File: config.mk
export PLATFORM = sky130hd
export DESIGN_NAME = rational_arithmetic_unit_core
export DESIGN_NICKNAME = d
export VERILOG_FILES = /design/src/sv/rau_pkg.sv /design/src/sv/rational_arithmetic_unit_core.sv
export SDC_FILE = /design/constraint.sdc
export NUM_CORES = 2
export LEC_CHECK = 0
export BUFFER_PORTS_ARGS = -buffer_cell sky130_fd_sc_hd__buf_2
export CORE_MARGIN = 2
export CORE_UTILIZATION = 30
export CTS_CLUSTER_SIZE = 16
export DETAILED_ROUTE_END_ITERATION = 6
export HOLD_SLACK_MARGIN = 0.12
export PLACE_DENSITY = 0.56
export SYNTH_ARGS = -nofsm -noshare
export SYNTH_HDL_FRONTEND = slang
export SYNTH_SLANG_ARGS = --single-unit
File: constraint.sdc
create_clock -name clk -period 12.6 [get_ports clk]
set_input_delay 0 -clock clk [delete_from_list [all_inputs] [get_ports clk]]
set_output_delay 0 -clock clk [all_outputs]
set_load 0.02 [all_outputs]
File: src/sv/rau_pkg.sv
// Package for the rational arithmetic unit: operation codes and field widths.
// No dependencies.
package rau_pkg;

    localparam int FIELD_W = 32;
    localparam int FUNC_W  = 3;

    typedef logic [FUNC_W-1:0] func_t;

    localparam func_t FUNC_ADD = 3'd0;
    localparam func_t FUNC_SUB = 3'd1;
    localparam func_t FUNC_MUL = 3'd2;
    localparam func_t FUNC_DIV = 3'd3;
    localparam func_t FUNC_RED = 3'd4;

endpackage

File: src/sv/rational_arithmetic_unit_core.sv
// Rational arithmetic unit: add/sub/mul/div by cross-multiplication, reduce by gcd.
// One shared multiplier, one shared subtractor (binary gcd, restoring divide).
// Depends on rau_pkg.
//
//  channel   handshake           payload
//  input     start / busy        func, first_/second_ numerator/denominator
//  result    done (strobe)       result_numerator, result_denominator,
//                                overflow, zero_divisor
//
// Add and subtract pass through S_MUL0, S_MUL1 and S_MUL2 before S_FINISH,
// multiply and divide through S_MUL0 and S_MUL1; a zero-denominator reduce
// or an unused code goes straight to S_FINISH. With a nonzero denominator,
// reduce runs the binary gcd loop on the shared subtractor, then two divisions.
// Reset clears the sequencer and the done strobe. The receiver cannot stall;
// a new word may start in the cycle that done is shown.
module rational_arithmetic_unit_core #(
    parameter int WORD_BITS = 32
) (
    input  logic                                clk,
    input  logic                                rst_n,
    input  logic                                start,
    output logic                                busy,
    input  rau_pkg::func_t                      func,
    input  logic signed [rau_pkg::FIELD_W-1:0]  first_numerator,
    input  logic signed [rau_pkg::FIELD_W-1:0]  first_denominator,
    input  logic signed [rau_pkg::FIELD_W-1:0]  second_numerator,
    input  logic signed [rau_pkg::FIELD_W-1:0]  second_denominator,
    output logic                                done,
    output logic signed [rau_pkg::FIELD_W-1:0]  result_numerator,
    output logic signed [rau_pkg::FIELD_W-1:0]  result_denominator,
    output logic                                overflow,
    output logic                                zero_divisor
);

    localparam int OB = (WORD_BITS < rau_pkg::FIELD_W) ? WORD_BITS : rau_pkg::FIELD_W;
    localparam int PW = 2 * OB;
    localparam int AW = (PW + 1 > WORD_BITS + 1) ? PW + 1 : WORD_BITS + 1;
    localparam int CW = $clog2(OB + 1);
    localparam int HW = AW - WORD_BITS + 1;

    localparam logic [2:0] S_IDLE   = 3'd0;
    localparam logic [2:0] S_MUL0   = 3'd1;
    localparam logic [2:0] S_MUL1   = 3'd2;
    localparam logic [2:0] S_MUL2   = 3'd3;
    localparam logic [2:0] S_GCD    = 3'd4;
    localparam logic [2:0] S_DIVA   = 3'd5;
    localparam logic [2:0] S_DIVB   = 3'd6;
    localparam logic [2:0] S_FINISH = 3'd7;

    logic [2:0]             state_reg, state_next;
    rau_pkg::func_t         func_reg;
    logic signed [OB-1:0]   a_reg, b_reg, c_reg, d_reg;
    logic signed [PW-1:0]   pr_reg;
    logic signed [AW-1:0]   acc_reg;
    logic [OB-1:0]          x_reg, y_reg, rem_reg, qa_reg;
    logic [CW-1:0]          k_reg, cnt_reg;
    logic                   zdiv_reg;
    logic                   done_reg, ovf_reg, zd_out_reg;
    logic signed [rau_pkg::FIELD_W-1:0] num_out_reg, den_out_reg;

    logic                   accept;
    logic signed [OB-1:0]   in_a, in_b, in_c, in_d;
    logic [OB-1:0]          in_mag_a, in_mag_b, mag_a;
    logic signed [OB-1:0]   mul_a, mul_b;
    logic signed [PW-1:0]   prod;
    logic [OB:0]            sub_a, sub_b, diff;
    logic [OB:0]            shifted;
    logic                   qbit;
    logic [OB-1:0]          qnext;
    logic [AW-1:0]          qa_ext;
    logic [PW-1:0]          qb_ext;
    logic signed [AW-1:0]   den_ext;
    logic [HW-1:0]          num_hi, den_hi;
    logic                   ovf_calc;

    assign accept = start && (state_reg == S_IDLE);
    assign busy   = (state_reg != S_IDLE);

    assign in_a = first_numerator[OB-1:0];
    assign in_b = first_denominator[OB-1:0];
    assign in_c = second_numerator[OB-1:0];
    assign in_d = second_denominator[OB-1:0];

    assign in_mag_a = in_a[OB-1] ? (~in_a + 1'b1) : in_a;
    assign in_mag_b = in_b[OB-1] ? (~in_b + 1'b1) : in_b;
    assign mag_a    = a_reg[OB-1] ? (~a_reg + 1'b1) : a_reg;

    // shared multiplier
    always_comb
    begin
        unique case (state_reg)
            S_MUL0:
            begin
                mul_a = a_reg;
                mul_b = (func_reg == rau_pkg::FUNC_MUL) ? c_reg : d_reg;
            end
            S_MUL1:
            begin
                mul_a = (func_reg == rau_pkg::FUNC_MUL) ? b_reg : c_reg;
                mul_b = (func_reg == rau_pkg::FUNC_MUL) ? d_reg : b_reg;
            end
            default:
            begin
                mul_a = b_reg;
                mul_b = d_reg;
            end
        endcase
    end

    assign prod = mul_a * mul_b;

    // shared subtractor: gcd compare or restoring-divide trial
    assign shifted = {rem_reg, x_reg[OB-1]};

    always_comb
    begin
        if (state_reg == S_GCD)
        begin
            sub_a = {1'b0, x_reg};
            sub_b = {1'b0, y_reg};
        end
        else
        begin
            sub_a = shifted;
            sub_b = {1'b0, y_reg};
        end
    end

    assign diff   = sub_a - sub_b;
    assign qbit   = ~diff[OB];
    assign qnext  = {x_reg[OB-2:0], qbit};
    assign qa_ext = {{(AW-OB){1'b0}}, qa_reg};
    assign qb_ext = {{(PW-OB){1'b0}}, qnext};

    // range check and wrap
    assign den_ext  = AW'(pr_reg);
    assign num_hi   = acc_reg[AW-1:WORD_BITS-1];
    assign den_hi   = den_ext[AW-1:WORD_BITS-1];
    assign ovf_calc = !((&num_hi) || !(|num_hi)) || !((&den_hi) || !(|den_hi));

    always_comb
    begin
        state_next = state_reg;
        unique case (state_reg)
            S_IDLE:
            begin
                if (accept)
                begin
                    if (func == rau_pkg::FUNC_ADD || func == rau_pkg::FUNC_SUB ||
                        func == rau_pkg::FUNC_MUL || func == rau_pkg::FUNC_DIV)
                        state_next = S_MUL0;
                    else if (func == rau_pkg::FUNC_RED && in_b != '0)
                        state_next = S_GCD;
                    else
                        state_next = S_FINISH;
                end
            end
            S_MUL0:
                state_next = S_MUL1;
            S_MUL1:
                state_next = (func_reg == rau_pkg::FUNC_ADD || func_reg == rau_pkg::FUNC_SUB)
                             ? S_MUL2 : S_FINISH;
            S_MUL2:
                state_next = S_FINISH;
            S_GCD:
                if (x_reg == '0)
                    state_next = S_DIVA;
            S_DIVA:
                if (cnt_reg == CW'(1))
                    state_next = S_DIVB;
            S_DIVB:
                if (cnt_reg == CW'(1))
                    state_next = S_FINISH;
            S_FINISH:
                state_next = S_IDLE;
        endcase
    end

    always_ff @(posedge clk or negedge rst_n)
    begin
        if (!rst_n)
        begin
            state_reg <= S_IDLE;
            done_reg  <= 1'b0;
        end
        else
        begin
            state_reg <= state_next;
            done_reg  <= (state_reg == S_FINISH);
        end
    end

    always_ff @(posedge clk)
    begin
        unique case (state_reg)
            S_IDLE:
            begin
                if (accept)
                begin
                    func_reg <= func;
                    a_reg    <= in_a;
                    b_reg    <= in_b;
                    c_reg    <= in_c;
                    d_reg    <= in_d;
                    x_reg    <= in_mag_a;
                    y_reg    <= in_mag_b;
                    k_reg    <= '0;
                    acc_reg  <= '0;
                    pr_reg   <= '0;
                    zdiv_reg <= (func == rau_pkg::FUNC_RED) && (in_b == '0);
                end
            end
            S_MUL0:
                pr_reg <= prod;
            S_MUL1:
            begin
                acc_reg <= AW'(pr_reg);
                pr_reg  <= prod;
            end
            S_MUL2:
            begin
                if (func_reg == rau_pkg::FUNC_ADD)
                    acc_reg <= acc_reg + AW'(pr_reg);
                else
                    acc_reg <= acc_reg - AW'(pr_reg);
                pr_reg <= prod;
            end
            S_GCD:
            begin
                priority if (x_reg == '0)
                begin
                    y_reg   <= y_reg << k_reg;
                    x_reg   <= mag_a;
                    rem_reg <= '0;
                    cnt_reg <= CW'(OB);
                end
                else if (!x_reg[0] && !y_reg[0])
                begin
                    x_reg <= x_reg >> 1;
                    y_reg <= y_reg >> 1;
                    k_reg <= k_reg + 1'b1;
                end
                else if (!x_reg[0])
                    x_reg <= x_reg >> 1;
                else if (!y_reg[0])
                    y_reg <= y_reg >> 1;
                else if (diff[OB])
                begin
                    x_reg <= y_reg;
                    y_reg <= x_reg;
                end
                else
                    x_reg <= diff[OB-1:0];
            end
            S_DIVA:
            begin
                if (cnt_reg == CW'(1))
                begin
                    qa_reg  <= qnext;
                    x_reg   <= b_reg[OB-1] ? (~b_reg + 1'b1) : b_reg;
                    rem_reg <= '0;
                    cnt_reg <= CW'(OB);
                end
                else
                begin
                    rem_reg <= qbit ? diff[OB-1:0] : shifted[OB-1:0];
                    x_reg   <= qnext;
                    cnt_reg <= cnt_reg - 1'b1;
                end
            end
            S_DIVB:
            begin
                rem_reg <= qbit ? diff[OB-1:0] : shifted[OB-1:0];
                x_reg   <= qnext;
                cnt_reg <= cnt_reg - 1'b1;
                if (cnt_reg == CW'(1))
                begin
                    acc_reg <= a_reg[OB-1] ? (~qa_ext + 1'b1) : qa_ext;
                    pr_reg  <= b_reg[OB-1] ? (~qb_ext + 1'b1) : qb_ext;
                end
            end
            S_FINISH:
            begin
                num_out_reg <= rau_pkg::FIELD_W'($signed(acc_reg[WORD_BITS-1:0]));
                den_out_reg <= rau_pkg::FIELD_W'($signed(den_ext[WORD_BITS-1:0]));
                ovf_reg     <= ovf_calc;
                zd_out_reg  <= zdiv_reg;
            end
        endcase
    end

    assign done               = done_reg;
    assign result_numerator   = num_out_reg;
    assign result_denominator = den_out_reg;
    assign overflow           = ovf_reg;
    assign zero_divisor       = zd_out_reg;

    a_done_from_finish: assert property (@(posedge clk) disable iff (!rst_n)
        done |-> $past(state_reg == S_FINISH))
        else $error("done without finish step");

    a_start_takes_busy: assert property (@(posedge clk) disable iff (!rst_n)
        (start && !busy) |=> busy)
        else $error("accepted word did not raise busy");

    a_zdiv_zero_result: assert property (@(posedge clk) disable iff (!rst_n)
        (done && zero_divisor) |->
            (result_numerator == '0 && result_denominator == '0 && !overflow))
        else $error("zero divisor result not cleared");

    a_gcd_nonzero: assert property (@(posedge clk) disable iff (!rst_n)
        (state_reg == S_GCD) |-> (y_reg != '0))
        else $error("gcd loop lost its nonzero operand");

    a_divisor_nonzero: assert property (@(posedge clk) disable iff (!rst_n)
        (state_reg == S_DIVA || state_reg == S_DIVB) |-> (y_reg != '0))
        else $error("divide by zero gcd");

endmodule

[Yosys cells after proc, flatten, opt, wreduce, memory -nomap -nowiden]
Index checks and enable logic that the tools add are counted.
Operators by class
  mux-type cells: 53
  eq/ne operators: 23
  reduce and logical (&&, ||, !) cells: 45
  magnitude comparators: 0
  shift operators: 1
  divide/modulo/power cells: 0
  bitwise operators: 7
  $mul: 1
  add/sub/neg operators: 11
Operator list (number)
  two-way mux 32 bit: 23
  two-way mux 65 bit: 4
  case mux 65 bit (4 select lines): 1
  two-way mux 64 bit: 3
  case mux 32 bit (2 select lines): 3
  case mux 64 bit (3 select lines): 1
  adder 32 x 1 -> 32 bit, second input constant: 4
  inverter 32 bit: 4
  case mux 32 bit (4 select lines): 1
  case mux 32 bit (3 select lines): 1
  adder 65 x 1 -> 65 bit, second input constant: 1
  adder 65 x 64 -> 65 bit: 1
  inverter 32 -> 65 bit: 1
  subtractor 65 x 64 -> 65 bit: 1
  adder 64 x 1 -> 64 bit, second input constant: 1
  logical NOT 32 bit: 2
  multiplier 32 x 32 -> 64 bit: 1
  inverter 32 -> 64 bit: 1
  AND reduction 34 bit: 1
  OR reduction 34 bit: 1
  two-way mux 33 bit: 1
  AND reduction 33 bit: 1
  OR reduction 33 bit: 1
  subtractor 33 x 32 -> 33 bit: 1
  other kinds (30): 81
Word-level totals
  bits in writable memories: 0
  register bits after elaboration: 471
  ROM bits: 0
  logic and storage cells: 163
  output and inout port bits: 68
  memories kept: 0
  bits of input ports: 134
  bits in latches: 0

[Depth between registers and ports, before layout]
  depth in word-level cells: 9
  mapped depth: 37
  depth with buffers taken out: 33

[Worst setup path after synthesis]
Ideal clock, no wire load.
  path type: register to register
  start: reg state_reg[2]
  end: reg pr_reg[61] (data pin)
  stages on the path, launching flop included: 38
  path slack: 2.711 ns
  buffers on the path: 7
  period minus slack after synthesis: 9.889 ns
  library setup time: 0.270 ns
  required time: 12.330 ns
  arrival: 9.619 ns
  cell sequence: dfrtp_1 inv_1 and3_1 clkbuf_1 nor2b_1 clkbuf_1 clkbuf_1 buf_1 a22oi_1 nand2_1 clkbuf_1 clkbuf_1 nand2_1 inv_1 fa_1 inv_1 fa_1 inv_1 (+2 left out) inv_1 fa_1 fa_1 fa_1 fa_1 inv_1 ha_1 clkbuf_1 a21o_1 a21o_1 a21oi_1 o21bai_1 a21oi_1 o21ai_0 a21oi_1 nor3_1 a311oi_1 nand3_1
On the way
  longest elaborated chain between the ends: 9
  elaborated cells between the ends (all ways): 18
  classes of those cells: 2 x add/sub; 1 x mul; 5 x eq/ne; 6 x mux; 2 x bitwise; 2 x reduce/logical
RTL lines
  start, declared: RTL line rational_arithmetic_unit_core.sv:50  | logic [2:0] state_reg, state_next;
  start signal, assigned: RTL line rational_arithmetic_unit_core.sv:188  | state_reg <= state_next;
  == test 3 bit: RTL line rational_arithmetic_unit_core.sv:117  | if (state_reg == S_GCD)
  two-way mux 33 bit: RTL line rational_arithmetic_unit_core.sv:117
  subtractor 33 x 32 -> 33 bit: RTL line rational_arithmetic_unit_core.sv:129  | assign diff = sub_a - sub_b;
  inverter 1 bit: RTL line rational_arithmetic_unit_core.sv:130  | assign qbit = ~diff[OB];
  inverter 32 -> 64 bit: RTL line rational_arithmetic_unit_core.sv:279  | pr_reg <= b_reg[OB-1] ? (~qb_ext + 1'b1) : qb_ext;
  adder 64 x 1 -> 64 bit: RTL line rational_arithmetic_unit_core.sv:279
  two-way mux 64 bit: RTL line rational_arithmetic_unit_core.sv:279
  two-way mux 64 bit: RTL line rational_arithmetic_unit_core.sv:276  | if (cnt_reg == CW'(1))
  case mux 64 bit (3 select lines) (*): RTL line rational_arithmetic_unit_core.sv:195  | unique case (state_reg)
  end signal, assigned: RTL line rational_arithmetic_unit_core.sv:214  | pr_reg <= prod;
  end signal, assigned: RTL line rational_arithmetic_unit_core.sv:218  | pr_reg <= prod;
  end signal, assigned: RTL line rational_arithmetic_unit_core.sv:279
  end, declared: RTL line rational_arithmetic_unit_core.sv:53  | logic signed [PW-1:0] pr_reg;
Every way passes the cells marked *; elsewhere a longest branch is shown, timed or not. The select of a mux whose other input is x is not followed.
A chain may end at the register's enable or synchronous reset.

[Worst setup path after layout]
  start: reg state_reg[2]
  end: reg pr_reg[62] (data pin)
Same word-level chain as after synthesis.

==> summary.txt <==
Synth
  – Flip-flop cell with the highest count after synthesis: sky130_fd_sc_hd__edfxtp_1
  – Cell types with the largest area share after synthesis: sky130_fd_sc_hd__fa_1 (32%), sky130_fd_sc_hd__edfxtp_1 (21%), sky130_fd_sc_hd__nand2_1 (6.4%)
  – Number of enable-type register cells in the synthesized netlist: 467
  – Fraction of synthesis flops using an asynchronous set or reset pin: less than 1%
  – Part of the Yosys area used for sequential elements: 21.1%
  – Gate Count Post-Synth: 7150
  – Syn avg cell area: between 9 and 10 µm²
  – Library cells used by synthesis: 86
  – Nets in the synthesized netlist: 8661
  – Post-synthesis cell type with the largest combined area: sky130_fd_sc_hd__fa_1
  – Total standard cell area after synthesis: approximately 0.067 mm²
  – Yosys Warn Count: 0
  – Top-area cell type share of the netlist area: 32.5%
  – FF+latch count, synth: 471

Timing
  – Final-layout setup total negative slack: 0 ns
  – Final setup violation count: 0
  – Relative slew slack: 12.3%
  – Period utilisation layout: between 80 and 90%
  – Skew final: just under 0.09 ns
  – Final period demand of the worst path: 11.06 ns
  – Max-slew violation count: 0
  – Transition time of the tightest slew-check pin: between 1 and 1.5 ns
  – RSZ-0062 raised after global routing: no
  – Highest clock rate: between 90 and 100 MHz
  – Final number of hold-violating endpoints: 0

Clock network
  – CTS max path bufs: 3
  – Post-cts sizing count: 0
  – CTS clock-pin slew for the worst setup and hold paths: ~0.060 ns
  – Number of buffers created by CTS: 61
  – Clock tree root buffer cell: sky130_fd_sc_hd__clkbuf_16
  – Quantity of hold-fixing buffers added after cts: roughly 250
  – Clk_lat worst skew: 0.79 ns
  – Depth of the CTS H-tree: 2
  – Setup fix buffers added after clock tree synthesis: 0
  – Clock Sink Count: roughly 470
  – Clock tree from TritonCTS: done

Worst setup path
  – Maximum fanout encountered on the critical timing path: 62
  – Worst Setup EP: pr_reg[62]$_SDFFCE_PN0P_
  – Startpoint class of the critical path: flop
  – Largest stage delay on the critical path: 0.74 ns
  – Worst setup path start: state_reg[2]$_DFFE_PN0P_
  – End of the worst register-to-register path: pr_reg[62]$_SDFFCE_PN0P_
  – Register-to-register setup slack: 1.54 ns
  – Critical path class: reg -> reg
  – Critical Path RT: 13.05 ns
  – Launch point of the worst reg-to-reg path: state_reg[2]$_DFFE_PN0P_
  – Arrival time of data at the critical path endpoint: 11.51 ns
  – CP max-delay cell: sky130_fd_sc_hd__o21ai_0
  – Worst path most repeated cell: sky130_fd_sc_hd__fa_1
  – Setup crit end kind: flop
  – Worst reg2reg path depth: 30

Drt
  – DR WL/cell: 26.7 µm
  – Remaining antenna violation count: 0
  – Total number of vias: around 57000
  – Number of violations reported at the end of detailed-routing iteration 0: 6367
  – Overall routed net length: roughly 280 mm
  – Number of design rule violations left after detail routing: 1
  – Number of vias per cell: 5.45
  – Pre-Repair DR Iteration Count: 7

Hold path
  – Class of the tightest hold or removal check: in -> reg

Die
  – Core area: 0.222 mm²
  – IO Pins: 202
  – Core Rows: 173
  – Vertical extent of the die: between 400 and 500 µm
  – Area enclosed by the die boundary: 0.227 mm²
  – DIE WIDTH: 476 µm
  – Initial core utilization: 30.1%

Global routing
  – Gr usage total: 24.4%
  – Number of global-route vias before repair: 57731
  – Global-route wire length before repair: around 400 mm
  – Overflow left after global routing: 0
  – Largest net degree at the start of global routing: 75
  – Antenna violations before repair: 24

Final layout
  – Layout cell share with drive strength beyond 1: 7.10%
  – Utilization after layout: 34.2%
  – Register cell area after layout: 0.0141 mm²
  – Area of the multi-input gates: 0.0482 mm²
  – Number of standard cells in the final layout excluding fillers: 10434
  – FILL cells: 22685
  – Layout area overhead: 13.6%
  – Number of nets in the finished design: 8906
  – Final design area excluding fillers: 0.0759 mm²
  – Max reg flops: 65

Flow run
  – Number of max-cap violations: 0

Placed design
  – Placement-stage cell area: 0.0713 mm²
  – HPWL after detailed placement: 223 mm
  – Global placer's final weighted congestion: 0.979
  – Cell Count Post-Placement: 10054
  – Port bufs: 201

Status
  – Violated checks: design-rule violations
  – Status: finished with violations
==> how the worst min path moves through the flow <==
stage	startpoint	end	slack, ns	cells past startpoint
2_1_floorplan	rst_n	done$_DFF_PN0_	-0.30	0
3_3_place_gp	rst_n	done$_DFF_PN0_	-0.15	1
3_5_place_dp	rst_n	done$_DFF_PN0_	-0.15	1
4_1_cts	first_numerator[13]	a_reg[13]$_DFFE_PP_	0.13	2
5_1_grt	first_numerator[13]	a_reg[13]$_DFFE_PP_	0.15	2
6_report	first_numerator[13]	a_reg[13]$_DFFE_PP_	0.16	2
==> critical path: cells and delay by family (launching register included) <==
kind / cells / cell delay (ns)
fa+ha+maj: 9 / 4.27
simple gates: 8 / 2.05
compound gates: 5 / 2.00
buf+inv: 7 / 1.65
flops: 1 / 0.41
mux: 1 / 0.26
==> cell usage in the layout, fill, tap and decap left out, drive strengths merged, types with 58 or more instances in the layout <==
cell type and instances:
nand2 1133, fa 1084, inv 816, nor2 582
edfxtp 467, buf 349, o21ai 335, a21oi 318
ha 293, dlygate4sd3 253, xnor2 215, xor2 180
a21o 100, nor3 95, a22oi 88, and2 77
nand3 73, o22ai 73, mux2i 67, clkbuf 67
o31ai 63, nand4 58
==> cells in the mapped netlist (9+ instances only) <==
master	number
sky130_fd_sc_hd__a22oi_1	88
sky130_fd_sc_hd__a31oi_1	33
sky130_fd_sc_hd__nand3_1	73
sky130_fd_sc_hd__nand2b_1	43
sky130_fd_sc_hd__fa_1	1084
sky130_fd_sc_hd__o22ai_1	73
sky130_fd_sc_hd__a21o_1	100
sky130_fd_sc_hd__or2_2	15
sky130_fd_sc_hd__nor3_1	94
sky130_fd_sc_hd__o21bai_1	25
sky130_fd_sc_hd__nor2b_1	28
sky130_fd_sc_hd__buf_1	33
sky130_fd_sc_hd__o221ai_1	26
sky130_fd_sc_hd__nor4_1	40
sky130_fd_sc_hd__mux4_2	11
sky130_fd_sc_hd__o21ai_0	332
sky130_fd_sc_hd__mux2i_1	67
sky130_fd_sc_hd__ha_1	293
sky130_fd_sc_hd__a211o_1	9
sky130_fd_sc_hd__clkbuf_1	383
sky130_fd_sc_hd__and3_1	26
sky130_fd_sc_hd__edfxtp_1	467
sky130_fd_sc_hd__or3_1	43
sky130_fd_sc_hd__o31ai_1	62
sky130_fd_sc_hd__a221oi_1	23
sky130_fd_sc_hd__nand4_1	58
sky130_fd_sc_hd__o211a_1	10
sky130_fd_sc_hd__xnor2_1	215
sky130_fd_sc_hd__nor2_1	581
sky130_fd_sc_hd__o211ai_1	22
sky130_fd_sc_hd__and2_1	74
sky130_fd_sc_hd__inv_1	812
sky130_fd_sc_hd__o41ai_1	41
sky130_fd_sc_hd__or4_1	33
sky130_fd_sc_hd__nand2_1	1133
sky130_fd_sc_hd__o21a_1	17
sky130_fd_sc_hd__xor2_1	180
sky130_fd_sc_hd__a221o_1	14
sky130_fd_sc_hd__a21boi_0	10
sky130_fd_sc_hd__a21oi_1	318
sky130_fd_sc_hd__a211oi_1	34
==> logic make-up (layout without fill, tap and decap cells) <==
group                    Yosys count  count (layout)  synth area share, %
AND/OR/NAND/NOR                 2277            2277                 14.8
adder cells (fa/ha/maj)         1377            1377                 37.9
AO/OA/AOI/OAI                   1307            1307                 12.5
buffers and inverters           1238            1536                 6.97
flip-flops                       471             471                 21.1
XOR/XNOR                         395             395                 5.18
multiplexers                      85              85                 1.49
other                              0              11                    0
==> area by class of cell <==
class                      instances  share of cell area [%]
tap                             2975                    4.90
antenna                           11                  0.0362
multi-input combinational       5441                    63.5
clock buffer                      67                    2.04
timing repair buffer             602                    6.14
sequential                       471                    18.6
clock inverter                    49                   0.748
inverter                         818                    4.04
==> layer usage <==
layer	track usage (%)	share of wire, %	vias to the layer above	wire (µm)
met1	32.9	41	28976	113000
met3	5.16	9.6	615	26700
met4	13.7	6.7	12	18800
met5	0	0.029	-	81
met2	36.4	43	2992	120000
li1	-	-	24308	-
==> stage by stage <==
step           worst slack, ns  hold slack [ns]
6_report                  1.54            0.162
5_1_grt                   1.14            0.146
4_1_cts                   1.73            0.130
3_5_place_dp              1.75           -0.148
3_3_place_gp              1.82           -0.152
2_1_floorplan             2.71           -0.296
Power is not shown: default switching activity piles up to over one toggle a cycle in this logic, so the estimate is an artifact.
